File: src/hdl/gco_pkg.sv
`default_nettype none
package gco_pkg;

   localparam int MAX_VERTS  = 8;
   localparam int MAX_ITER   = 32;
   localparam int COORD_BITS = 16;

   localparam int IDX_BITS   = $clog2(MAX_VERTS);
   localparam int CNT_BITS   = $clog2(MAX_VERTS + 1);
   localparam int IT_BITS    = $clog2(MAX_ITER + 1);
   localparam int OP_W       = COORD_BITS + 4;
   localparam int MAC_W      = 2 * OP_W + 1;
   localparam int ITER_OUT_W = 6;
   localparam int ITER_SAT   = 63;
   localparam int QUEUE_DEPTH = 4;
   localparam int QPTR_BITS  = $clog2(QUEUE_DEPTH);

   typedef enum logic [1:0] {
      KIND_VERT_A   = 2'd0,
      KIND_VERT_B   = 2'd1,
      KIND_CENTER_A = 2'd2,
      KIND_CENTER_B = 2'd3
   } kind_type;

   typedef struct packed {
      kind_type                      kind;
      logic signed [COORD_BITS-1:0]  x;
      logic signed [COORD_BITS-1:0]  y;
      logic                          last;
   } item_type;

   typedef struct packed {
      logic signed [COORD_BITS-1:0] x;
      logic signed [COORD_BITS-1:0] y;
   } point_type;

   typedef struct packed {
      logic signed [OP_W-1:0] x;
      logic signed [OP_W-1:0] y;
   } vec_type;

   typedef enum logic [3:0] {
      ST_IDLE,
      ST_START,
      ST_SUPA,
      ST_SUPB,
      ST_SUPEND,
      ST_LINE,
      ST_TRI_K,
      ST_TRI_AB,
      ST_TRI_AC,
      ST_DONE
   } eng_state_type;

endpackage
`default_nettype wire

File: src/hdl/gco_front.sv
`default_nettype none
module gco_front
   import gco_pkg::*;
(
   input  wire logic        clock,
   input  wire logic        reset,
   input  wire logic        req_tvalid,
   output logic             req_tready,
   input  wire logic [31:0] req_tdata,  // coord_x [15:0], coord_y [31:16]
   input  wire logic [1:0]  req_tuser,  // kind
   input  wire logic        req_tlast,
   output logic             item_valid,
   input  wire logic        item_ready,
   output item_type         item
);

   item_type              queue_ff [QUEUE_DEPTH];
   logic [QPTR_BITS-1:0]  wr_ptr_ff, wr_ptr_in;
   logic [QPTR_BITS-1:0]  rd_ptr_ff, rd_ptr_in;
   logic [QPTR_BITS:0]    fill_ff, fill_in;
   logic                  push, pop;
   item_type              item_w;

   assign req_tready = (fill_ff != (QPTR_BITS+1)'(QUEUE_DEPTH));
   assign item_valid = (fill_ff != '0);
   assign push       = req_tvalid && req_tready;
   assign pop        = item_valid && item_ready;
   assign item       = queue_ff[rd_ptr_ff];

   always_comb begin
      item_w.kind = kind_type'(req_tuser);
      item_w.x    = $signed(req_tdata[COORD_BITS-1:0]);
      item_w.y    = $signed(req_tdata[16+COORD_BITS-1:16]);
      item_w.last = req_tlast;
      wr_ptr_in   = push ? wr_ptr_ff + 1'b1 : wr_ptr_ff;
      rd_ptr_in   = pop ? rd_ptr_ff + 1'b1 : rd_ptr_ff;
      fill_in     = fill_ff;
      if (push && !pop) begin
         fill_in = fill_ff + 1'b1;
      end else if (pop && !push) begin
         fill_in = fill_ff - 1'b1;
      end
   end

   always_ff @(posedge clock) begin
      if (reset) begin
         wr_ptr_ff <= '0;
         rd_ptr_ff <= '0;
         fill_ff   <= '0;
      end else begin
         wr_ptr_ff <= wr_ptr_in;
         rd_ptr_ff <= rd_ptr_in;
         fill_ff   <= fill_in;
      end
   end

   always_ff @(posedge clock) begin
      if (push) begin
         queue_ff[wr_ptr_ff] <= item_w;
      end
   end

endmodule
`default_nettype wire

File: src/hdl/gco_engine.sv
`default_nettype none
module gco_engine
   import gco_pkg::*;
(
   input  wire logic       clock,
   input  wire logic       reset,
   input  wire logic       item_valid,
   output logic            item_ready,
   input  wire item_type   item,
   output logic            rsp_tvalid,
   input  wire logic       rsp_tready,
   output logic [7:0]      rsp_tdata
);

   eng_state_type         state_ff, state_in;
   point_type             a_vert_ff [MAX_VERTS];
   point_type             b_vert_ff [MAX_VERTS];
   logic [CNT_BITS-1:0]   cnt_a_ff, cnt_a_in;
   logic [CNT_BITS-1:0]   cnt_b_ff, cnt_b_in;
   point_type             ctr_a_ff, ctr_a_in;
   point_type             ctr_b_ff, ctr_b_in;
   vec_type               simp_ff [3];
   vec_type               simp_in [3];
   logic [1:0]            len_ff, len_in;
   vec_type               dir_ff, dir_in;
   logic [IDX_BITS-1:0]   idx_ff, idx_in;
   logic                  first_ff, first_in;
   logic [IT_BITS-1:0]    it_ff, it_in;
   logic signed [MAC_W-1:0] best_ff, best_in;
   point_type             best_a_ff, best_a_in;
   point_type             best_b_ff, best_b_in;
   logic                  k_pos_ff, k_pos_in, k_neg_ff, k_neg_in;
   logic                  res_hit_ff, res_hit_in, res_quit_ff, res_quit_in;
   logic                  rsp_valid_ff, rsp_valid_in;
   logic [7:0]            rsp_data_ff, rsp_data_in;

   logic signed [OP_W-1:0]  m0a, m0b, m1a, m1b;
   logic signed [2*OP_W-1:0] p0, p1;
   logic signed [MAC_W-1:0] mac;
   vec_type               sup_p, ab, ac, ao, abp, acp;
   point_type             cur_a, cur_b;
   logic                  last_a, last_b, at_limit, out_free;
   logic                  store;
   logic [ITER_OUT_W-1:0] iter_out;

   assign item_ready = (state_ff == ST_IDLE);
   assign store      = item_valid && item_ready;
   assign rsp_tvalid = rsp_valid_ff;
   assign rsp_tdata  = rsp_data_ff;
   assign out_free   = !rsp_valid_ff || rsp_tready;

   always_comb begin
      cur_a  = a_vert_ff[idx_ff];
      cur_b  = b_vert_ff[idx_ff];
      last_a = ((CNT_BITS)'(idx_ff) + 1'b1) == cnt_a_ff;
      last_b = ((CNT_BITS)'(idx_ff) + 1'b1) == cnt_b_ff;
      sup_p.x = OP_W'(best_a_ff.x) - OP_W'(best_b_ff.x);
      sup_p.y = OP_W'(best_a_ff.y) - OP_W'(best_b_ff.y);
      if (len_ff == 2'd2) begin
         ab.x = simp_ff[0].x - simp_ff[1].x;
         ab.y = simp_ff[0].y - simp_ff[1].y;
         ac   = ab;
         ao.x = -simp_ff[1].x;
         ao.y = -simp_ff[1].y;
      end else begin
         ab.x = simp_ff[1].x - simp_ff[2].x;
         ab.y = simp_ff[1].y - simp_ff[2].y;
         ac.x = simp_ff[0].x - simp_ff[2].x;
         ac.y = simp_ff[0].y - simp_ff[2].y;
         ao.x = -simp_ff[2].x;
         ao.y = -simp_ff[2].y;
      end
      // perpendicular toward the side the triple product points to
      abp = '0;
      if (k_pos_ff) begin
         abp.x = -ab.y;
         abp.y = ab.x;
      end else if (k_neg_ff) begin
         abp.x = ab.y;
         abp.y = -ab.x;
      end
      acp = '0;
      if (k_neg_ff) begin
         acp.x = -ac.y;
         acp.y = ac.x;
      end else if (k_pos_ff) begin
         acp.x = ac.y;
         acp.y = -ac.x;
      end
      at_limit = (it_ff == IT_BITS'(MAX_ITER));
   end

   // shared multiply-add unit
   always_comb begin
      m0a = '0;
      m0b = '0;
      m1a = '0;
      m1b = '0;
      case (state_ff)
         ST_SUPA: begin
            m0a = OP_W'(cur_a.x); m0b = dir_ff.x;
            m1a = OP_W'(cur_a.y); m1b = dir_ff.y;
         end
         ST_SUPB: begin
            m0a = OP_W'(cur_b.x); m0b = dir_ff.x;
            m1a = OP_W'(cur_b.y); m1b = dir_ff.y;
         end
         ST_SUPEND: begin
            m0a = sup_p.x; m0b = dir_ff.x;
            m1a = sup_p.y; m1b = dir_ff.y;
         end
         ST_LINE: begin
            m0a = ab.x;  m0b = ao.y;
            m1a = -ab.y; m1b = ao.x;
         end
         ST_TRI_K: begin
            m0a = ac.x;  m0b = ab.y;
            m1a = -ac.y; m1b = ab.x;
         end
         ST_TRI_AB: begin
            m0a = abp.x; m0b = ao.x;
            m1a = abp.y; m1b = ao.y;
         end
         ST_TRI_AC: begin
            m0a = acp.x; m0b = ao.x;
            m1a = acp.y; m1b = ao.y;
         end
         default: begin
         end
      endcase
      p0  = m0a * m0b;
      p1  = m1a * m1b;
      mac = MAC_W'(p0) + MAC_W'(p1);
   end

   // next state
   always_comb begin
      state_in = state_ff;
      unique case (state_ff)
         ST_IDLE:   if (store && item.last) state_in = ST_START;
         ST_START:  state_in = (cnt_a_ff == '0 || cnt_b_ff == '0) ? ST_DONE : ST_SUPA;
         ST_SUPA:   if (last_a) state_in = ST_SUPB;
         ST_SUPB:   if (last_b) state_in = ST_SUPEND;
         ST_SUPEND: begin
            if (first_ff) begin
               state_in = ST_SUPA;
            end else if (mac < 0) begin
               state_in = ST_DONE;
            end else begin
               state_in = (len_ff == 2'd1) ? ST_LINE : ST_TRI_K;
            end
         end
         ST_LINE: begin
            if (mac == '0 || at_limit) state_in = ST_DONE;
            else state_in = ST_SUPA;
         end
         ST_TRI_K:  state_in = ST_TRI_AB;
         ST_TRI_AB: begin
            if (mac > 0) state_in = at_limit ? ST_DONE : ST_SUPA;
            else state_in = ST_TRI_AC;
         end
         ST_TRI_AC: begin
            if (mac > 0 && !at_limit) state_in = ST_SUPA;
            else state_in = ST_DONE;
         end
         ST_DONE:   if (out_free) state_in = ST_IDLE;
         default:   state_in = ST_IDLE;
      endcase
   end

   // datapath and outputs
   always_comb begin
      cnt_a_in    = cnt_a_ff;
      cnt_b_in    = cnt_b_ff;
      ctr_a_in    = ctr_a_ff;
      ctr_b_in    = ctr_b_ff;
      simp_in     = simp_ff;
      len_in      = len_ff;
      dir_in      = dir_ff;
      idx_in      = idx_ff;
      first_in    = first_ff;
      it_in       = it_ff;
      best_in     = best_ff;
      best_a_in   = best_a_ff;
      best_b_in   = best_b_ff;
      k_pos_in    = k_pos_ff;
      k_neg_in    = k_neg_ff;
      res_hit_in  = res_hit_ff;
      res_quit_in = res_quit_ff;
      rsp_valid_in = rsp_valid_ff && !rsp_tready;
      rsp_data_in = rsp_data_ff;
      if (int'(it_ff) > ITER_SAT) begin
         iter_out = ITER_OUT_W'(ITER_SAT);
      end else begin
         iter_out = ITER_OUT_W'(it_ff);
      end
      unique case (state_ff)
         ST_IDLE: begin
            if (store) begin
               case (item.kind)
                  KIND_VERT_A: if (cnt_a_ff != CNT_BITS'(MAX_VERTS)) cnt_a_in = cnt_a_ff + 1'b1;
                  KIND_VERT_B: if (cnt_b_ff != CNT_BITS'(MAX_VERTS)) cnt_b_in = cnt_b_ff + 1'b1;
                  KIND_CENTER_A: begin
                     ctr_a_in.x = item.x;
                     ctr_a_in.y = item.y;
                  end
                  default: begin
                     ctr_b_in.x = item.x;
                     ctr_b_in.y = item.y;
                  end
               endcase
            end
         end
         ST_START: begin
            dir_in.x    = OP_W'(ctr_b_ff.x) - OP_W'(ctr_a_ff.x);
            dir_in.y    = OP_W'(ctr_b_ff.y) - OP_W'(ctr_a_ff.y);
            first_in    = 1'b1;
            idx_in      = '0;
            it_in       = '0;
            len_in      = '0;
            res_hit_in  = 1'b0;
            res_quit_in = 1'b0;
         end
         ST_SUPA: begin
            if (idx_ff == '0 || mac > best_ff) begin
               best_in   = mac;
               best_a_in = cur_a;
            end
            idx_in = last_a ? '0 : idx_ff + 1'b1;
         end
         ST_SUPB: begin
            // furthest along -d is the smallest dot along d
            if (idx_ff == '0 || mac < best_ff) begin
               best_in   = mac;
               best_b_in = cur_b;
            end
            idx_in = last_b ? '0 : idx_ff + 1'b1;
         end
         ST_SUPEND: begin
            if (first_ff) begin
               first_in   = 1'b0;
               simp_in[0] = sup_p;
               len_in     = 2'd1;
               dir_in.x   = -sup_p.x;
               dir_in.y   = -sup_p.y;
            end else begin
               it_in = it_ff + 1'b1;
               if (mac >= 0) begin
                  simp_in[len_ff] = sup_p;
                  len_in = len_ff + 1'b1;
               end
            end
         end
         ST_LINE: begin
            if (mac == '0) begin
               res_hit_in = 1'b1;
            end else begin
               if (mac > 0) begin
                  dir_in.x = -ab.y;
                  dir_in.y = ab.x;
               end else begin
                  dir_in.x = ab.y;
                  dir_in.y = -ab.x;
               end
               res_quit_in = at_limit;
            end
         end
         ST_TRI_K: begin
            k_pos_in = (mac > 0);
            k_neg_in = (mac < 0);
         end
         ST_TRI_AB: begin
            if (mac > 0) begin
               simp_in[0]  = simp_ff[1];
               simp_in[1]  = simp_ff[2];
               len_in      = 2'd2;
               dir_in      = abp;
               res_quit_in = at_limit;
            end
         end
         ST_TRI_AC: begin
            if (mac > 0) begin
               simp_in[1]  = simp_ff[2];
               len_in      = 2'd2;
               dir_in      = acp;
               res_quit_in = at_limit;
            end else begin
               res_hit_in = 1'b1;
            end
         end
         ST_DONE: begin
            if (out_free) begin
               rsp_valid_in = 1'b1;
               rsp_data_in  = {iter_out, res_quit_ff, res_hit_ff};
               cnt_a_in     = '0;
               cnt_b_in     = '0;
               ctr_a_in     = '0;
               ctr_b_in     = '0;
            end
         end
         default: begin
         end
      endcase
   end

   always_ff @(posedge clock) begin
      if (reset) begin
         state_ff     <= ST_IDLE;
         cnt_a_ff     <= '0;
         cnt_b_ff     <= '0;
         ctr_a_ff     <= '0;
         ctr_b_ff     <= '0;
         dir_ff       <= '0;
         rsp_valid_ff <= 1'b0;
         it_ff        <= '0;
         res_hit_ff   <= 1'b0;
         res_quit_ff  <= 1'b0;
      end else begin
         state_ff     <= state_in;
         cnt_a_ff     <= cnt_a_in;
         cnt_b_ff     <= cnt_b_in;
         ctr_a_ff     <= ctr_a_in;
         ctr_b_ff     <= ctr_b_in;
         dir_ff       <= dir_in;
         rsp_valid_ff <= rsp_valid_in;
         it_ff        <= it_in;
         res_hit_ff   <= res_hit_in;
         res_quit_ff  <= res_quit_in;
      end
   end

   always_ff @(posedge clock) begin
      simp_ff     <= simp_in;
      len_ff      <= len_in;
      idx_ff      <= idx_in;
      first_ff    <= first_in;
      best_ff     <= best_in;
      best_a_ff   <= best_a_in;
      best_b_ff   <= best_b_in;
      k_pos_ff    <= k_pos_in;
      k_neg_ff    <= k_neg_in;
      rsp_data_ff <= rsp_data_in;
   end

   always_ff @(posedge clock) begin
      if (store && item.kind == KIND_VERT_A && cnt_a_ff != CNT_BITS'(MAX_VERTS)) begin
         a_vert_ff[cnt_a_ff[IDX_BITS-1:0]] <= '{x: item.x, y: item.y};
      end
      if (store && item.kind == KIND_VERT_B && cnt_b_ff != CNT_BITS'(MAX_VERTS)) begin
         b_vert_ff[cnt_b_ff[IDX_BITS-1:0]] <= '{x: item.x, y: item.y};
      end
   end

endmodule
`default_nettype wire

File: src/hdl/gjk_convex_polygon_overlap.sv
// a point word enters the input queue, and the engine takes it from the queue only while idle
// after a last word is stored the engine runs its support passes over the na and nb vertices
// of both polygons, and its result word is held while rsp_tready is low
// one vertex per cycle goes through the shared multiply-add during each support search
// throughput: one query at a time; a four-word queue takes input while a test runs
// reset: synchronous, clears the queue, counts, centers and the result valid flag
`default_nettype none
module gjk_convex_polygon_overlap
   import gco_pkg::*;
(
   input  wire logic        clock,
   input  wire logic        reset,
   input  wire logic        req_tvalid,
   output logic             req_tready,
   input  wire logic [31:0] req_tdata,  // coord_x [15:0], coord_y [31:16]
   input  wire logic [1:0]  req_tuser,  // kind
   input  wire logic        req_tlast,
   output logic             rsp_tvalid,
   input  wire logic        rsp_tready,
   output logic [7:0]       rsp_tdata   // collide [0], gave_up [1], iterations [7:2]
);

   logic     item_valid;
   logic     item_ready;
   item_type item;

   gco_front u_front (
      .clock      (clock),
      .reset      (reset),
      .req_tvalid (req_tvalid),
      .req_tready (req_tready),
      .req_tdata  (req_tdata),
      .req_tuser  (req_tuser),
      .req_tlast  (req_tlast),
      .item_valid (item_valid),
      .item_ready (item_ready),
      .item       (item)
   );

   gco_engine u_engine (
      .clock      (clock),
      .reset      (reset),
      .item_valid (item_valid),
      .item_ready (item_ready),
      .item       (item),
      .rsp_tvalid (rsp_tvalid),
      .rsp_tready (rsp_tready),
      .rsp_tdata  (rsp_tdata)
   );

endmodule
`default_nettype wire

File: config.mk
export PLATFORM = sky130hd
export DESIGN_NAME = gjk_convex_polygon_overlap
export DESIGN_NICKNAME = d
export VERILOG_FILES = /design/src/hdl/gco_pkg.sv /design/src/hdl/gco_front.sv /design/src/hdl/gco_engine.sv /design/src/hdl/gjk_convex_polygon_overlap.sv
export SDC_FILE = /design/constraint.sdc
export NUM_CORES = 2
export LEC_CHECK = 0
export BUFFER_PORTS_ARGS = -buffer_cell sky130_fd_sc_hd__buf_4
export CELL_PAD_IN_SITES_DETAIL_PLACEMENT = 0
export CELL_PAD_IN_SITES_GLOBAL_PLACEMENT = 1
export CORE_MARGIN = 2
export CORE_UTILIZATION = 51
export DETAILED_ROUTE_END_ITERATION = 16
export PLACE_DENSITY_LB_ADDON = 0.1
export SYNTH_ARGS = -nofsm -noshare
export SYNTH_HDL_FRONTEND = slang
export SYNTH_SLANG_ARGS = --single-unit
File: constraint.sdc
create_clock -name clock -period 21.7 [get_ports clock]
set_input_delay 1.085 -clock clock [delete_from_list [all_inputs] [get_ports clock]]
set_output_delay 1.085 -clock clock [all_outputs]
set_load 0.1 [all_outputs]
# Word level (Yosys, flattened, before mapping)
# Memory sizes are Yosys's and may differ from the RTL's. A register that Yosys moved wholly into a read port is not among the register bits.
# Cells that the tools add are included.
# word_totals
word_cells	268
n_memories	3
mem_bits_rw	652
register_bits	373
output_inout_bits	10
# classes
n_lt_le_gt_ge	7
bitwise	2
add_sub_neg	31
n_mul	2
muxes	88
n_eq_ne	42
reduce_logical	60
# memory_table
memory	words	width	read_ports	rd_clocked_by_memory_dff	wr	line_no	rtl
u_engine.a_vert_ff	8	32	1	1	1	gco_engine.sv:16	point_type a_vert_ff [MAX_VERTS];
u_engine.b_vert_ff	8	32	1	1	1	gco_engine.sv:17	point_type b_vert_ff [MAX_VERTS];
u_front.queue_ff	4	35	1	1	1	gco_front.sv:17	item_type queue_ff [QUEUE_DEPTH];
# op_table
cell	count
$mux 40	15
$pmux 20 s7	2
$neg 20->20	10
$pmux 40 s5	1
$mux 32	5
$mux 80	2
$pmux 20 s4	2
$pmux 32 s2	2
$bwmux 120	1
$mux 120	1
$pmux 40 s3	1
$sub 20x20->20	6
$mux 41	2
$pmux 41 s2	1
$demux 40 s2	1
$mul 20x20->40	2
$pmux 40 s2	1
$mux 4	17
$sub 16x16->17	4
$add 40x40->41	1
$ge 41x1->1 const B	1
$gt 41x1->1 const B	1
$gt 41x41->1	1
$logic_not 41->1	1
51 further kinds	151

# Depth between registers and ports, before layout
# depth
depth_word	12
mapped_depth	62
mapped_depth_nobuf	54

# By module
# A second synthesis with hierarchy kept.
# unflattened
cells_unflattened	7932
hier_area_um2	86077.6
# by_module_without_submodules
mod	cells_each	area_each_um2	n_inst
gco_engine	7701	80509.7	1
gco_front	231	5567.8	1

# Least setup slack after synthesis
# Ideal clock, no wire load.
# synth_path
path_kind	reg2reg
startpoint	reg u_engine.len_ff[0]
endpoint	reg u_engine.best_ff[0], enable pin
required_ns	21.320
path_stages_with_launch	59
setup_ns	0.380
setup_slack_ns	6.556
arrival_time_ns	14.763
path_buffers	11
period_less_slack_ns	15.144
path_cell_list	edfxtp_1 > inv_1 > ha_1 > buf_2 > buf_2 > buf_2 > buf_2 > buf_2 > buf_2 > buf_2 > buf_4 > mux2i_1 > ha_1 > and2_1 > nand3_1 > nor3_1 > and4_1 > clkbuf_1 > (+23 left out) > o2111a_1 > a21o_1 > a21boi_1 > or3_1 > and2_1 > ha_1 > a21o_1 > a21oi_1 > o21ai_0 > nand4_1 > o2111ai_1 > o22ai_1 > o31ai_1 > maj3_1 > nand2_1 > a31oi_1 > a21oi_1 > or2_2
# synth_between
elab_chain_cells	12
elab_cells_between_ends	26
# synth_rtl
element	line_no	rtl
start: declaration	gco_engine.sv:24	logic [1:0] len_ff, len_in;
start signal: assignment	gco_engine.sv:334	len_ff <= len_in;
$eq 2x2->1 (*)	gco_engine.sv:59	if (len_ff == 2'd2) begin
$mux 40	gco_engine.sv:59	
$neg 20->20 (on tied branches)	gco_engine.sv:88, gco_engine.sv:80	
$mux 40 (on tied branches)	gco_engine.sv:86, gco_engine.sv:78	
$mux 40 (on tied branches)	gco_engine.sv:83, gco_engine.sv:75	
$pmux 20 s7	gco_engine.sv:99	case (state_ff)
$mul 20x20->40	gco_engine.sv:132	p1 = m1a * m1b;
$add 40x40->41 (*)	gco_engine.sv:133	mac = MAC_W'(p0) + MAC_W'(p1);
$lt 41x41->1 or $gt 41x41->1 (tied branches)	gco_engine.sv:233, gco_engine.sv:225	
$logic_or 1x1->1 (on tied branches)	gco_engine.sv:233, gco_engine.sv:225	
$ne 2x1->1 (no line)	n/a	
$reduce_and 3->1 (no line) (*)	n/a	
end signal: assignment	gco_engine.sv:337	best_ff <= best_in;
end: declaration	gco_engine.sv:29	logic signed [MAC_W-1:0] best_ff, best_in;
# Mark *: on every way between the ends. The rest lies on a longest branch, timed or not.
# A chain may end at the register's enable or synchronous reset.

# Worst setup path in the final report
# Same ends and word-level chain as after synthesis.

==> impl_metrics.env <==
export IMPL_critical_path_max_stage_delay_ns=0.93
export IMPL_cts_hold_fix_buffers=0
export IMPL_cts_tree="done"
export IMPL_hpwl_mm=226
export IMPL_peakVddDrop_mv=0.112
export IMPL_filler_cell_count=14800
export IMPL_reg2reg_setup_slack_ns=4.74
export IMPL_layout_worst_path_cycle_share_pct=78.1
export IMPL_detail_route_first_pass_iterations=6
export IMPL_detail_route_wirelength_mm=295
export IMPL_reg2reg_depth=50
export IMPL_clk_insertion_delay_late_ns=0.82
export IMPL_cp_slowest_cell="nand3_1"
export IMPL_worstSetupPathType="reg -> reg"
export IMPL_clock_path_buffers=3
export IMPL_worstMarginPinSlew_ns=1.36
export IMPL_route_antenna_remaining_nets=0
export IMPL_final_layout_size_suffix_gt1_share_pct=9.38
export IMPL_rsz_0062_raised_after_global_routing="no"
export IMPL_relSlewSlack_pct=9.26
export IMPL_status="complete, no violations"
export IMPL_fp_row_count=151
export IMPL_initial_utilization_pct=51.1
export IMPL_seqPwrFrac_pct=24.0
export IMPL_final_seq_area_um2=29000
export IMPL_grt_pass1_wl_mm=432
export IMPL_die_y_um=416
export IMPL_cp_endpoint="u_engine.best_ff[0]"
export IMPL_power_frac_comb_pct=58.4
export IMPL_floorplan_die_area_um2=173000
export IMPL_synth_seq_area_share_pct=33.6
export IMPL_cellLeakagePower_nw=38.7
export IMPL_crit_path_end_kind="register"
export IMPL_flops_latches_synth=1012
export IMPL_routed_via_density=6.10
export IMPL_cts_setup_buffers=0
export IMPL_yosys_cell_types_count=99
export IMPL_start_kind="register"
export IMPL_worstHoldPathType="reg -> reg"
export IMPL_chipWidth_um=416
export IMPL_clock_tree_root_cell="clkbuf_16"
export IMPL_p_sw_share_pct=48.6
export IMPL_wp_data_required_ns=22.04
export IMPL_detail_route_wl_per_cell_um=28.2
export IMPL_grt_overflow_total=0
export IMPL_maxCapViolations=0
export IMPL_switching_power_mw=5.44
export IMPL_number_of_buffers_created_by_cts=110
export IMPL_drcViolationCount=0
export IMPL_ios=49
export IMPL_total_routing_usage_gr_pct=34.2
export IMPL_area_growth_syn_to_layout_pct=8.46
export IMPL_cts_resized=0
export IMPL_fin_setup_tns_ns=0
export IMPL_total_setup_violations_reported_at_the_end_of_the_flow=0
export IMPL_h_tree_levels=3
export IMPL_cts_num_sinks=1012
export IMPL_maximum_number_of_pins_on_one_net_before_global_route_repair=95
export IMPL_port_bufs=48
export IMPL_timing_critical_path_arrival_ns=17.30
export IMPL_post_route_min_period_ns=16.96
export IMPL_syn_num_nets=9568
export IMPL_crit_reg2reg_capture="u_engine.best_ff[0]"
export IMPL_detailroute_via_count=63700
export IMPL_drt_first_iter_violations=7156
export IMPL_area_of_the_mapped_netlist_um2=86400
export IMPL_crit_start="u_engine.len_ff[0]"
export IMPL_rr_startpoint="u_engine.len_ff[0]"
export IMPL_antenna_found_initial=12
export IMPL_number_of_global_route_vias_before_repair=63100
export IMPL_ys_warnings_count=0
export IMPL_core_region_area_um2=169000
export IMPL_synth_enable_flop_cells=875
export IMPL_routabilityCongestion=1.03
export IMPL_fmax_ghz=0.0590
export IMPL_cell_internal_power_dissipation_mw=5.77
export IMPL_synth_ff_type="edfxtp_1"
export IMPL_finish_net_count=9538
export IMPL_multiInputGateArea_um2=51600
export IMPL_crit_path_max_fanout=45
export IMPL_finClkSkew_ns=0.0982
export IMPL_power_per_cell_area_nw_per_um2=120
export IMPL_path_clk_slew_ns=0.06
export IMPL_clock_power_share_pct=17.6
export IMPL_critical_path_most_common_cell="fa_1"
export IMPL_timing_max_transition_violations_final=0
export IMPL_post_synth_inst_count=8165
export IMPL_post_synth_cell_area_avg_um2=10.6
export IMPL_timing_final_hold_violations=0
export IMPL_async_flop_share_pct=0
export IMPL_whs_ns=0.455
## critical path: cells and delay by family, from the launching register on
| kind | cells | cell delay [ns] |
|---|---|---|
| xor gates and xnor gates | 2 | 0.21 |
| DFF | 1 | 0.42 |
| buffers and inverters | 9 | 1.63 |
| adders and majority gates | 13 | 5.58 |
| and+or+nand+nor | 15 | 5.51 |
| AOI/OAI and AO/OA | 11 | 3.07 |
## synthesized netlist by cell type, drive strengths merged (125+ instances only)
cell type  count  share of area (%)
edfxtp       875                 30
xnor2        244                2.5
and2         222                1.6
dfxtp        137                3.2
nand2        857                3.7
a21oi        279                1.6
nor2         509                2.2
ha           437                6.3
o21ai        285                1.7
mux4         164                4.3
inv         1285                5.6
nor3         125               0.74
fa           927                 21
clkbuf       292                1.3
## layer usage
metal / GRT usage (%) / share of wire, %
met1: 50.3 / 43
met2: 49.4 / 42
met3: 7.65 / 10
met4: 13.2 / 4.6
met5: 0 / 0.0092
## power by group through the flow
| stage | Sequential, mW | Clock (mW) | Combinational [mW] |
|---|---|---|---|
| after floorplan | 2.64 | 0 | 3.97 |
| after global placement | 2.72 | 0 | 6.31 |
| after detailed placement | 2.73 | 0 | 6.34 |
| after CTS | 2.69 | 2.00 | 6.38 |
| after global routing | 2.71 | 2.07 | 6.93 |
| final | 2.69 | 1.98 | 6.54 |
## cell usage in the layout (no fill, tap or decap), types with 40 or more instances in the layout
| master | count |
|---|---|
| a211oi_1 | 47 |
| a21o_1 | 85 |
| a21oi_1 | 276 |
| a22oi_1 | 40 |
| a31oi_1 | 72 |
| and2_1 | 222 |
| buf_4 | 220 |
| clkbuf_16 | 110 |
| dfxtp_1 | 132 |
| edfxtp_1 | 875 |
| fa_1 | 927 |
| ha_1 | 436 |
| inv_1 | 1284 |
| mux2_2 | 77 |
| mux2i_1 | 69 |
| mux4_2 | 164 |
| nand2_1 | 856 |
| nand2b_1 | 72 |
| nand3_1 | 92 |
| nand4_1 | 40 |
| nor2_1 | 489 |
| nor3_1 | 114 |
| o21a_1 | 47 |
| o21ai_0 | 253 |
| o22ai_1 | 81 |
| or3_1 | 51 |
| xnor2_1 | 241 |
| xor2_1 | 110 |
## worst min-delay path by stage
stage / slack (ns) / end / depth (start not counted) / start
2_1_floorplan: 0.41 / u_engine.rsp_tdata[1] / 0 / u_engine.res_quit_ff
3_3_place_gp: 0.44 / u_engine.ctr_a_ff[20] / 2 / u_engine.ctr_a_ff[20]
3_5_place_dp: 0.43 / u_engine.rsp_tdata[1] / 0 / u_engine.res_quit_ff
4_1_cts: 0.42 / u_front.queue_ff[3][13] / 1 / req_tdata[28]
5_1_grt: 0.43 / u_front.queue_ff[2][19] / 1 / req_tdata[2]
6_report: 0.45 / u_engine.ctr_a_ff[3] / 2 / u_engine.ctr_a_ff[3]
## cells by family after synthesis
family                     count (synthesis)  share of synthesized area, %
AOI/OAI and AO/OA                       1265                          9.68
and+or+nand+nor                         2207                          12.0
DFF                                     1012                          33.6
adders and majority gates               1365                          27.8
xor gates and xnor gates                 355                          3.60
buffers and inverters                   1651                          7.24
muxes                                    310                          6.08
## per-stage QoR
step	setup slack (ns)	cell area, µm²	power [mW]	utilization, %	cells
after floorplan	6.56	86400	6.61	-	8165
after global placement	5.30	89900	9.03	53.2	10200
final	4.74	93700	11.2	55.5	10500
after global routing	3.63	93700	11.7	55.5	10400
after detailed placement	4.93	89900	9.07	53.2	10200
after CTS	4.89	93700	11.1	55.5	10400
## sequential cells by signal (all words and copies together) (netlist names), 6 cells and up, named ones only
name	flops
u_engine.dir_ff	40
u_engine.ctr_b_ff	32
u_engine.it_ff	6
u_front.queue_ff	140
u_engine.best_ff	41
u_engine.a_vert_ff	256
u_engine.simp_ff	102
u_engine.ctr_a_ff	32
u_engine.b_vert_ff	256
u_engine.best_b_ff	32
u_engine.best_a_ff	32
u_engine.rsp_tdata	8
## area by class of cell
class | instances | area share [%]
Tap cell | 2218 | 2.96
Sequential cell | 1012 | 31.0
Clock buffer | 130 | 3.04
Timing Repair Buffer | 221 | 1.78
Clock inverter | 78 | 1.02
Antenna cell | 7 | 0.0187
Inverter | 1288 | 5.16
Multi-Input combinational cell | 5502 | 55.0
Power figures use the tool's default switching activity.
